===== src/sv/asfhp_pkg.sv =====
package asfhp_pkg;

    localparam int ByteW = 8;
    localparam int WordW = 32;
    localparam int DurW  = 16;

    typedef enum logic [1:0] {
        SZ_NONE  = 2'd0,
        SZ_BYTE  = 2'd1,
        SZ_WORD  = 2'd2,
        SZ_DWORD = 2'd3
    } t_size;

    typedef struct packed {
        logic [ByteW-1:0] ltf_byte;
        logic [ByteW-1:0] prop_byte;
        logic [WordW-1:0] pkt_len;
        logic [WordW-1:0] sequence_number;
        logic [WordW-1:0] pad_len;
        logic [WordW-1:0] tx_stamp;
        logic [DurW-1:0]  duration;
        logic [ByteW-1:0] pay_flags;
        logic             status;
    } t_result;

endpackage


===== src/sv/asf_packet_header_parser.sv =====
// ASF data packet header parser.
// Input channel: one packet byte per beat on i_data_byte, with i_packet_start
// marking the first byte of a data packet; a beat moves on i_in_valid and
// o_in_ready both high. Output channel: one beat per completed header, on
// o_out_valid and i_out_ready, with all header fields as separate ports.
// Configuration: i_cfg_we writes i_cfg_wdata to the default packet length,
// used when the coded packet length is zero; write it only while idle.
// Throughput: one byte per cycle, unless the receiver stalls. Each byte
// lands in an input register and is then parsed by the header state machine,
// whose result goes to an output register. Bytes outside a header produce no
// beat.
// When the receiver stalls, the result is held and the input register still
// takes one more byte; parsing resumes as soon as the output slot frees.
// Reset (synchronous, active low) returns the parser to idle, clears the
// default packet length and drops any pending input or result beat.
module asf_packet_header_parser (
    input  logic        i_clk,
    input  logic        i_rst_n,
    input  logic        i_cfg_we,
    input  logic [31:0] i_cfg_wdata,
    input  logic        i_in_valid,
    output logic        o_in_ready,
    input  logic [7:0]  i_data_byte,
    input  logic        i_packet_start,
    output logic        o_out_valid,
    input  logic        i_out_ready,
    output logic [7:0]  o_ltf_byte,
    output logic [7:0]  o_prop_byte,
    output logic [31:0] o_pkt_len,
    output logic [31:0] o_sequence_number,
    output logic [31:0] o_pad_len,
    output logic [31:0] o_tx_stamp,
    output logic [15:0] o_duration,
    output logic [7:0]  o_pay_flags,
    output logic        o_status
);
    import asfhp_pkg::*;

    logic [WordW-1:0] r_default_len;
    logic             r_in_valid;
    logic [ByteW-1:0] r_in_byte;
    logic             r_in_start;
    logic             r_out_valid;
    t_result          r_out;
    logic             w_adv;
    logic             w_emit;
    t_result          w_result;

    // input beat moves on when the output slot is free or draining
    assign w_adv      = r_in_valid && (!r_out_valid || i_out_ready);
    assign o_in_ready = !r_in_valid || w_adv;

    always_ff @(posedge i_clk) begin
        if (!i_rst_n) begin
            r_default_len <= '0;
        end else if (i_cfg_we) begin
            r_default_len <= i_cfg_wdata;
        end
    end

    always_ff @(posedge i_clk) begin
        if (!i_rst_n) begin
            r_in_valid <= 1'b0;
        end else if (o_in_ready) begin
            r_in_valid <= i_in_valid;
        end
    end

    always_ff @(posedge i_clk) begin
        if (o_in_ready && i_in_valid) begin
            r_in_byte  <= i_data_byte;
            r_in_start <= i_packet_start;
        end
    end

    asfhp_parser u_parser (
        .i_clk          (i_clk),
        .i_rst_n        (i_rst_n),
        .i_en           (w_adv),
        .i_data_byte    (r_in_byte),
        .i_packet_start (r_in_start),
        .i_dflt_len     (r_default_len),
        .o_emit         (w_emit),
        .o_result       (w_result)
    );

    always_ff @(posedge i_clk) begin
        if (!i_rst_n) begin
            r_out_valid <= 1'b0;
        end else if (w_adv) begin
            r_out_valid <= w_emit;
        end else if (i_out_ready) begin
            r_out_valid <= 1'b0;
        end
    end

    always_ff @(posedge i_clk) begin
        if (w_adv && w_emit) begin
            r_out <= w_result;
        end
    end

    assign o_out_valid       = r_out_valid;
    assign o_ltf_byte        = r_out.ltf_byte;
    assign o_prop_byte       = r_out.prop_byte;
    assign o_pkt_len         = r_out.pkt_len;
    assign o_sequence_number = r_out.sequence_number;
    assign o_pad_len         = r_out.pad_len;
    assign o_tx_stamp        = r_out.tx_stamp;
    assign o_duration        = r_out.duration;
    assign o_pay_flags       = r_out.pay_flags;
    assign o_status          = r_out.status;

endmodule


===== src/sv/asfhp_parser.sv =====
module asfhp_parser (
    input  logic                      i_clk,
    input  logic                      i_rst_n,
    input  logic                      i_en,
    input  logic [7:0]                i_data_byte,
    input  logic                      i_packet_start,
    input  logic [31:0]               i_dflt_len,
    output logic                      o_emit,
    output asfhp_pkg::t_result        o_result
);
    import asfhp_pkg::*;

    typedef enum logic [10:0] {
        PH_IDLE = 11'b000_0000_0001,
        PH_SKIP = 11'b000_0000_0010,
        PH_LTF  = 11'b000_0000_0100,
        PH_PROP = 11'b000_0000_1000,
        PH_LEN  = 11'b000_0001_0000,
        PH_SEQ  = 11'b000_0010_0000,
        PH_PAD  = 11'b000_0100_0000,
        PH_TIME = 11'b000_1000_0000,
        PH_DUR  = 11'b001_0000_0000,
        PH_PFL  = 11'b010_0000_0000,
        PH_DONE = 11'b100_0000_0000
    } t_phase;

    // last byte of a field of the given size code
    function automatic logic field_last(input logic [1:0] code, input logic [2:0] cnt);
        logic res;
        begin
            case (t_size'(code))
                SZ_BYTE:  res = 1'b1;
                SZ_WORD:  res = (cnt == 3'd1);
                SZ_DWORD: res = (cnt == 3'd3);
                default:  res = 1'b0;
            endcase
            return res;
        end
    endfunction

    // first field after ph that carries bytes
    function automatic t_phase next_field(input logic [7:0] ltf, input t_phase ph);
        logic   has_len;
        logic   has_seq;
        logic   has_pad;
        t_phase res;
        begin
            has_len = (ltf[6:5] != SZ_NONE);
            has_seq = (ltf[2:1] != SZ_NONE);
            has_pad = (ltf[4:3] != SZ_NONE);
            res     = PH_TIME;
            case (ph)
                PH_PROP: begin
                    if (has_len)      res = PH_LEN;
                    else if (has_seq) res = PH_SEQ;
                    else if (has_pad) res = PH_PAD;
                end
                PH_LEN: begin
                    if (has_seq)      res = PH_SEQ;
                    else if (has_pad) res = PH_PAD;
                end
                PH_SEQ: begin
                    if (has_pad)      res = PH_PAD;
                end
                default: res = PH_TIME;
            endcase
            return res;
        end
    endfunction

    t_phase            r_phase, n_phase;
    logic [2:0]        r_byte_count, n_byte_count;
    logic [3:0]        r_skip_left, n_skip_left;
    logic [ByteW-1:0]  r_ltf, n_ltf;
    logic [ByteW-1:0]  r_prop, n_prop;
    logic [WordW-1:0]  r_len, n_len;
    logic [WordW-1:0]  r_seq, n_seq;
    logic [WordW-1:0]  r_pad, n_pad;
    logic [WordW-1:0]  r_time, n_time;
    logic [DurW-1:0]   r_dur, n_dur;
    logic [WordW-1:0]  w_lane;
    logic [ByteW-1:0]  w_pflags;
    logic [WordW-1:0]  w_plen;
    logic              w_emit;

    always_comb begin
        n_phase      = r_phase;
        n_byte_count = r_byte_count;
        n_skip_left  = r_skip_left;
        n_ltf        = r_ltf;
        n_prop       = r_prop;
        n_len        = r_len;
        n_seq        = r_seq;
        n_pad        = r_pad;
        n_time       = r_time;
        n_dur        = r_dur;
        w_emit       = 1'b0;
        w_pflags     = '0;
        w_lane       = {24'd0, i_data_byte} << {r_byte_count[1:0], 3'b000};
        if (i_en) begin
            if (i_packet_start) begin
                n_byte_count = '0;
                if (i_data_byte[7]) begin
                    n_skip_left = i_data_byte[3:0];
                    n_phase     = (i_data_byte[3:0] != 4'd0) ? PH_SKIP : PH_LTF;
                end else begin
                    n_ltf   = i_data_byte;
                    n_phase = PH_PROP;
                end
            end else begin
                case (r_phase)
                    PH_SKIP: begin
                        n_skip_left = r_skip_left - 4'd1;
                        if (r_skip_left == 4'd1) n_phase = PH_LTF;
                    end
                    PH_LTF: begin
                        n_ltf   = i_data_byte;
                        n_phase = PH_PROP;
                    end
                    PH_PROP: begin
                        n_prop       = i_data_byte;
                        n_len        = '0;
                        n_seq        = '0;
                        n_pad        = '0;
                        n_time       = '0;
                        n_dur        = '0;
                        n_byte_count = '0;
                        n_phase      = next_field(r_ltf, PH_PROP);
                    end
                    PH_LEN: begin
                        n_len        = r_len | w_lane;
                        n_byte_count = r_byte_count + 3'd1;
                        if (field_last(r_ltf[6:5], r_byte_count)) begin
                            n_byte_count = '0;
                            n_phase      = next_field(r_ltf, PH_LEN);
                        end
                    end
                    PH_SEQ: begin
                        n_seq        = r_seq | w_lane;
                        n_byte_count = r_byte_count + 3'd1;
                        if (field_last(r_ltf[2:1], r_byte_count)) begin
                            n_byte_count = '0;
                            n_phase      = next_field(r_ltf, PH_SEQ);
                        end
                    end
                    PH_PAD: begin
                        n_pad        = r_pad | w_lane;
                        n_byte_count = r_byte_count + 3'd1;
                        if (field_last(r_ltf[4:3], r_byte_count)) begin
                            n_byte_count = '0;
                            n_phase      = PH_TIME;
                        end
                    end
                    PH_TIME: begin
                        n_time       = r_time | w_lane;
                        n_byte_count = r_byte_count + 3'd1;
                        if (field_last(SZ_DWORD, r_byte_count)) begin
                            n_byte_count = '0;
                            n_phase      = PH_DUR;
                        end
                    end
                    PH_DUR: begin
                        n_dur        = r_dur | w_lane[DurW-1:0];
                        n_byte_count = r_byte_count + 3'd1;
                        if (field_last(SZ_WORD, r_byte_count)) begin
                            n_byte_count = '0;
                            if (r_ltf[0]) begin
                                n_phase = PH_PFL;
                            end else begin
                                n_phase = PH_DONE;
                                w_emit  = 1'b1;
                            end
                        end
                    end
                    PH_PFL: begin
                        w_pflags = i_data_byte;
                        w_emit   = 1'b1;
                        n_phase  = PH_DONE;
                    end
                    default: ;
                endcase
            end
        end
    end

    // coded zero length falls back to the configured default
    assign w_plen = (n_len == '0) ? i_dflt_len : n_len;

    always_comb begin
        o_result.ltf_byte        = n_ltf;
        o_result.prop_byte       = n_prop;
        o_result.pkt_len         = w_plen;
        o_result.sequence_number = n_seq;
        o_result.pad_len         = n_pad;
        o_result.tx_stamp        = n_time;
        o_result.duration        = n_dur;
        o_result.pay_flags       = w_pflags;
        o_result.status          = (n_pad > w_plen);
    end

    assign o_emit = w_emit;

    always_ff @(posedge i_clk) begin
        if (!i_rst_n) begin
            r_phase      <= PH_IDLE;
            r_byte_count <= '0;
            r_skip_left  <= '0;
            r_ltf        <= '0;
            r_prop       <= '0;
            r_len        <= '0;
            r_seq        <= '0;
            r_pad        <= '0;
            r_time       <= '0;
            r_dur        <= '0;
        end else begin
            r_phase      <= n_phase;
            r_byte_count <= n_byte_count;
            r_skip_left  <= n_skip_left;
            r_ltf        <= n_ltf;
            r_prop       <= n_prop;
            r_len        <= n_len;
            r_seq        <= n_seq;
            r_pad        <= n_pad;
            r_time       <= n_time;
            r_dur        <= n_dur;
        end
    end

    a_phase_onehot: assert property (@(posedge i_clk) disable iff (!i_rst_n)
        $onehot(r_phase))
        else $error("parser phase not one-hot");

    a_emit_done: assert property (@(posedge i_clk) disable iff (!i_rst_n)
        o_emit |=> (r_phase == PH_DONE))
        else $error("phase not done after result");

    a_skip_nonzero: assert property (@(posedge i_clk) disable iff (!i_rst_n)
        (r_phase == PH_SKIP) |-> (r_skip_left != 4'd0))
        else $error("skip phase with empty count");

    a_dur_count: assert property (@(posedge i_clk) disable iff (!i_rst_n)
        (r_phase == PH_DUR) |-> (r_byte_count < 3'd2))
        else $error("duration byte count out of range");

endmodule


===== config.mk =====
export PLATFORM = sky130hd
export DESIGN_NAME = asf_packet_header_parser
export DESIGN_NICKNAME = d
export VERILOG_FILES = /design/src/sv/asfhp_pkg.sv /design/src/sv/asf_packet_header_parser.sv /design/src/sv/asfhp_parser.sv
export SDC_FILE = /design/constraint.sdc
export NUM_CORES = 1
export LEC_CHECK = 0
export ABC_AREA = 1
export BUFFER_PORTS_ARGS = -buffer_cell sky130_fd_sc_hd__buf_2
export CORE_MARGIN = 2
export CORE_UTILIZATION = 57
export DETAILED_ROUTE_END_ITERATION = 10
export PLACE_DENSITY = 0.79
export SLEW_MARGIN = 40
export SYNTH_ARGS = -nofsm -noshare
export SYNTH_HDL_FRONTEND = slang
export SYNTH_SLANG_ARGS = --single-unit

===== constraint.sdc =====
create_clock -name i_clk -period 8.3 [get_ports i_clk]
set_input_delay 1.66 -clock i_clk [delete_from_list [all_inputs] [get_ports i_clk]]
set_output_delay 1.66 -clock i_clk [all_outputs]
set_load 0.01 [all_outputs]

After elaboration in Yosys (flattened, before gate mapping) --
Cells that the tools add are included.
Storage, ports and cells: bits in registers 390, logic and storage cells 155
Operators by class: $add $sub $neg 2, $lt $le $gt $ge 1, eq/ne operators 28, shifts and indexed selects 1, multiplexer cells 72, bitwise gates (word level) 7, reduce and logical (&&, ||, !) cells 20
Operators with widths (count):
- two-way mux 32 bit | 9
- one-hot mux 32 bit (2 select lines) | 4
- OR 32 bit | 4
- two-way mux 11 bit | 11
- one-hot mux 11 bit (9 select lines) | 1
- two-way mux 8 bit | 8
- greater-than comparator 32 bit | 1
- zero test 32 bit | 1
- two-way mux 16 bit | 2
- one-hot mux 16 bit (2 select lines) | 1
- << shifter 8 x 5 -> 32 bit | 1
- two-way mux 1 bit | 21
- two-way mux 3 bit | 7
- != test 3 x 2 -> 1 bit (second input constant) | 6
- one-hot mux 3 bit (6 select lines) | 1
- OR 16 bit | 1
- equality test 2 bit (second input constant) | 6
- two-way mux 4 bit | 3
- equality test 11 x 10 -> 1 bit (second input constant) | 1
- equality test 11 x 2 -> 1 bit (second input constant) | 1
- equality test 11 x 3 -> 1 bit (second input constant) | 1
- equality test 11 x 4 -> 1 bit (second input constant) | 1
- equality test 11 x 5 -> 1 bit (second input constant) | 1
- equality test 11 x 6 -> 1 bit (second input constant) | 1
- other kinds (24) | 37

Depth between registers and ports, before layout --
depth after elaboration 9, gate-level depth with buffers 26

Modules after synthesis --
Synthesis repeated with hierarchy kept, for this count alone.
Unflattened totals: cell total of the unflattened synthesis 1912, area total of the unflattened synthesis 16772.3 um^2
Modules (own cells, without submodules):
- asfhp_parser | instances 1, cells an instance 1579, area an instance 10207.3 um^2, seq. area each 3563.4 um^2
- asf_packet_header_parser | instances 1, cells an instance 333, area an instance 6565.0 um^2, seq. area each 6025.8 um^2

Worst setup path before layout --
Ideal clock, no wire load.
path type input to register, start point input i_out_ready, end point register r_out, in the netlist o_duration[0], enable pin, library setup time 0.522 ns, data arrival time 5.757 ns, data required time 7.778 ns, slack 2.021 ns, cell stages on the path 8, cells stage by stage inv_1 nand2_2 nand2_1 nor2_1 inv_1 nor4_1 nor2_1 inv_1
On the way: word-level cells in the longest chain between the ends 4
Ends and longest elaborated chain:
- start, declared | RTL line asf_packet_header_parser.sv:26 | input logic i_out_ready,
- logical OR 1 bit (*) | RTL line asf_packet_header_parser.sv:50 | assign w_adv = r_in_valid && (!r_out_valid || i_out_ready);
- logical AND 1 bit (*) | RTL line asf_packet_header_parser.sv:50
- two-way mux 1 bit | RTL line asfhp_parser.sv:100 | if (i_en) begin
- logical AND 1 bit (*) | RTL line asf_packet_header_parser.sv:98 | if (w_adv && w_emit) begin
- end signal, assigned | RTL line asf_packet_header_parser.sv:99 | r_out <= w_result;
- end, declared | RTL line asf_packet_header_parser.sv:44 | t_result r_out;
Mark *: on every way between the ends. The rest lies on a longest branch, timed or not. A chain may end at the register's enable or synchronous reset.

==> results.yml <==
logic_synthesis:
  syn_avg_cell_area_sq_um: 9.18
  yosysSeqAreaShare: 0.603
  syn_inst: 1731
  synthTopCellsByCount: "314 x nand2_1, 239 x nor2_1, 212 x dfxtp_1, 187 x a21oi_1, 178 x edfxtp_1"
  yosys.area.top_type: "edfxtp_1"
  ys_seq_elements: 390
  ys_top_cells_by_area: "edfxtp_1 34%, dfxtp_1 27%, nand2_1 7.4%, a21oi_1 5.9%, nor2_1 5.6%"
  yosysWarnings: 0
  ys_types: 41
  synthArstFlopShare: 0
  synthFlopType: "dfxtp_1"
  synthesis.area_sq_um: 15900
  syn_nets: 1815
  synth_edf_count: 178
  synth_top_area_share: 0.336
  yosys.cell_count.top_type: "nand2_1"
cts:
  ctsResizeCount: 0
  cts-buffers-inserted: 38
  hold_buffers: 0
  clk_pin_slew_ns: 0.06
  cts_tree: "done"
  cts_setup_buffers: 0
  cts-root-buf: "clkbuf_16"
  htree_levels: 2
  clk_latency_ns: 0.53
  cts.sink_count: 390
  ctsLongestPathBuffers: 3
place:
  port_buffers: 216
  gp_congestion: 0.912
  dp_hpwl_mm: 26.7
  post_dp_cell_area_sq_um: 17100
  preCtsSetupSlack_ns: 2.33
worst_setup_path:
  slowest_stage: "nor2_8"
  slowest_delay_ns: 0.63
  critPathRequiredTime_ns: 8.58
  cp_data_arrival_time_ns: 5.78
  r2r_end: "o_status"
  start_kind: "input port"
  rr_worst_depth: 19
  crit_path_end_kind: "register"
  cp_common_cell: "nand2_1"
  path_cells: "buf_2 > inv_1 > nand2_2 > nand2_1 > nor2_1 > nand3_4 > nand2_1 > nand2_1 > nor2_1 > nand2_1 > nor2_8 > nand2_4 > nand2_1 > nand2_1 > ha_1 > nand4_1 > nor3_1 > nand2_1 > nor3b_1 > a31oi_1"
  critical_path_class: "input port to register"
  worstSetupStartpoint: "i_out_ready"
  regToRegSetupSlack_ns: 3.37
  regToRegStartpoint: "r_in_start"
  critPathMaxFanout: 64
final_layout:
  fillers: 2217
  fin_area_sq_um: 18300
  n_antenna_cell: 0
  postLayoutCoreUtil: 0.662
  fin_nets: 1984
  layout-drive-gt1-share: 0.162
  areaGrowthSynthToFinish_pct: 15.1
detailed_routing:
  ant_nets: 0
  drt-pass1-iter-count: 6
  drc: 0
  routed_wl_mm: 39.5
  via_per_inst: 5.49
  drt_iter0_drc: 1498
  vias: 12700
  wl_per_cell_microns: 17.1
die:
  initial_utilization: 0.575
  die_y_microns: 171
  die_w_microns: 171
  core_area_sq_um: 27600
  ios: 217
  num_rows: 61
  die_area_sq_um: 29200
job:
  drv_cap: 0
power_and_ir_drop:
  p_per_area_nw_per_um2: 211
  power_mw: 3.87
  leakage_nw: 7.57
  peakVddDrop_mv: 0.130
global_route:
  grt_pass1_wl_mm: 60.9
  grt_max_degree: 160
  antenna_found_initial: 0
  grt_pass1_vias: 11400
  grt-ovfl-total: 0
  grt_usage: 0.267
hold_path:
  hold_depth: 2
  hold_start: "r_default_len[16]"
  hold_end: "r_default_len[16]"
  hold_class: "register to register"
sta:
  tns_ns: 0
  period_share: 0.663
  fmax_ghz: 0.182
  max_slew_margin: 0.457
  period_needed_ns: 5.50
  layout_setup_ws_ns: 2.80
  finalSetupViolations: 0
  slew_viol_final: 0
  tightest_slew_ns: 0.814
  finalHoldViolCount: 0
  rsz0062_at_grt: "no"
  fin_skew_ns: 0.0118
run_status:
  outcome: "finished clean"
==> metrics by stage <==
| step | instances | hold WS, ns |
|---|---|---|
| after CTS | 2308 | 0.475 |
| after global routing | 2308 | 0.482 |
| after floorplan | 1731 | 0.439 |
| after detailed placement | 2238 | 0.464 |
| final | 2308 | 0.477 |
| after global placement | 2238 | 0.460 |
==> routing by layer <==
| layer | share of wire | vias to the layer above | global-route usage |
|---|---|---|---|
| met5 | 0 | - | 0 |
| met4 | 0.035 | 0 | 0.0980 |
| met3 | 0.099 | 103 | 0.0541 |
| met2 | 0.43 | 640 | 0.391 |
| met1 | 0.44 | 5805 | 0.392 |
| li1 | - | 6122 | - |
==> cells in the final DEF (no fill, tap or decap), types with 6 or more instances in the layout <==
cell / netlist / layout
a211oi_1: 8 / 8
a21oi_1: 187 / 187
buf_2: 22 / 216
buf_4: 14 / 7
clkbuf_1: 53 / 12
clkbuf_16: 0 / 39
clkinv_2: 0 / 6
dfxtp_1: 212 / 212
edfxtp_1: 178 / 178
ha_1: 38 / 38
inv_1: 136 / 134
nand2_1: 314 / 314
nand3_1: 87 / 87
nand4_1: 14 / 14
nor2_1: 239 / 237
nor3_1: 122 / 122
o21ai_0: 54 / 54
or2_2: 10 / 10
==> state kept, by name, summed over array words and instances, names as in the netlist, 11 cells and up <==
name               cells
o_duration            16
o_pad_len             32
o_pkt_len             32
o_sequence_number     32
o_tx_stamp            32
r_default_len         32
u_parser.r_dur        16
u_parser.r_len        32
u_parser.r_pad        32
u_parser.r_phase      11
u_parser.r_seq        32
u_parser.r_time       32
==> report_power, final <==
group / switching [mW] / internal (mW)
Combinational: 0.0983 / 0.0449
Clock: 0.714 / 0.978
Sequential: 0.0162 / 2.02
Total: 0.828 / 3.04
==> worst max path at each step <==
stage                     slack (ns)             to
after detailed placement        2.33       o_status
after floorplan                 2.02  o_duration[0]
final                           2.80       o_status
after global placement          2.41       o_status
after global routing            2.41       o_status
after CTS                       2.87       o_status
==> worst max-delay path, delay by kind of cell <==
kind	cells	cell delay, ns
AND/OR/NAND/NOR	16	3.60
adder cells (fa/ha/maj)	1	0.30
AO/OA/AOI/OAI	1	0.06
buffers and inverters	2	0.12
==> logic make-up after synthesis <==
logic type	share of synthesized area
flops	0.603
fa+ha+maj	0.0299
compound gates	0.0838
buf+inv	0.0631
xor+xnor	0.000551
simple gates	0.219
==> final cells by class <==
| cell class | count | area, sq um | share of cell area |
|---|---|---|---|
| repair buffers | 224 | 1140 | 0.0626 |
| clock inverters | 14 | 135 | 0.00739 |
| multi-input cells | 1105 | 5310 | 0.290 |
| well taps | 378 | 473 | 0.0259 |
| clock buffers | 56 | 1090 | 0.0596 |
| flip-flops and latches | 390 | 9590 | 0.524 |
| inverters | 141 | 552 | 0.0302 |
(Power assumes the default switching activity.)
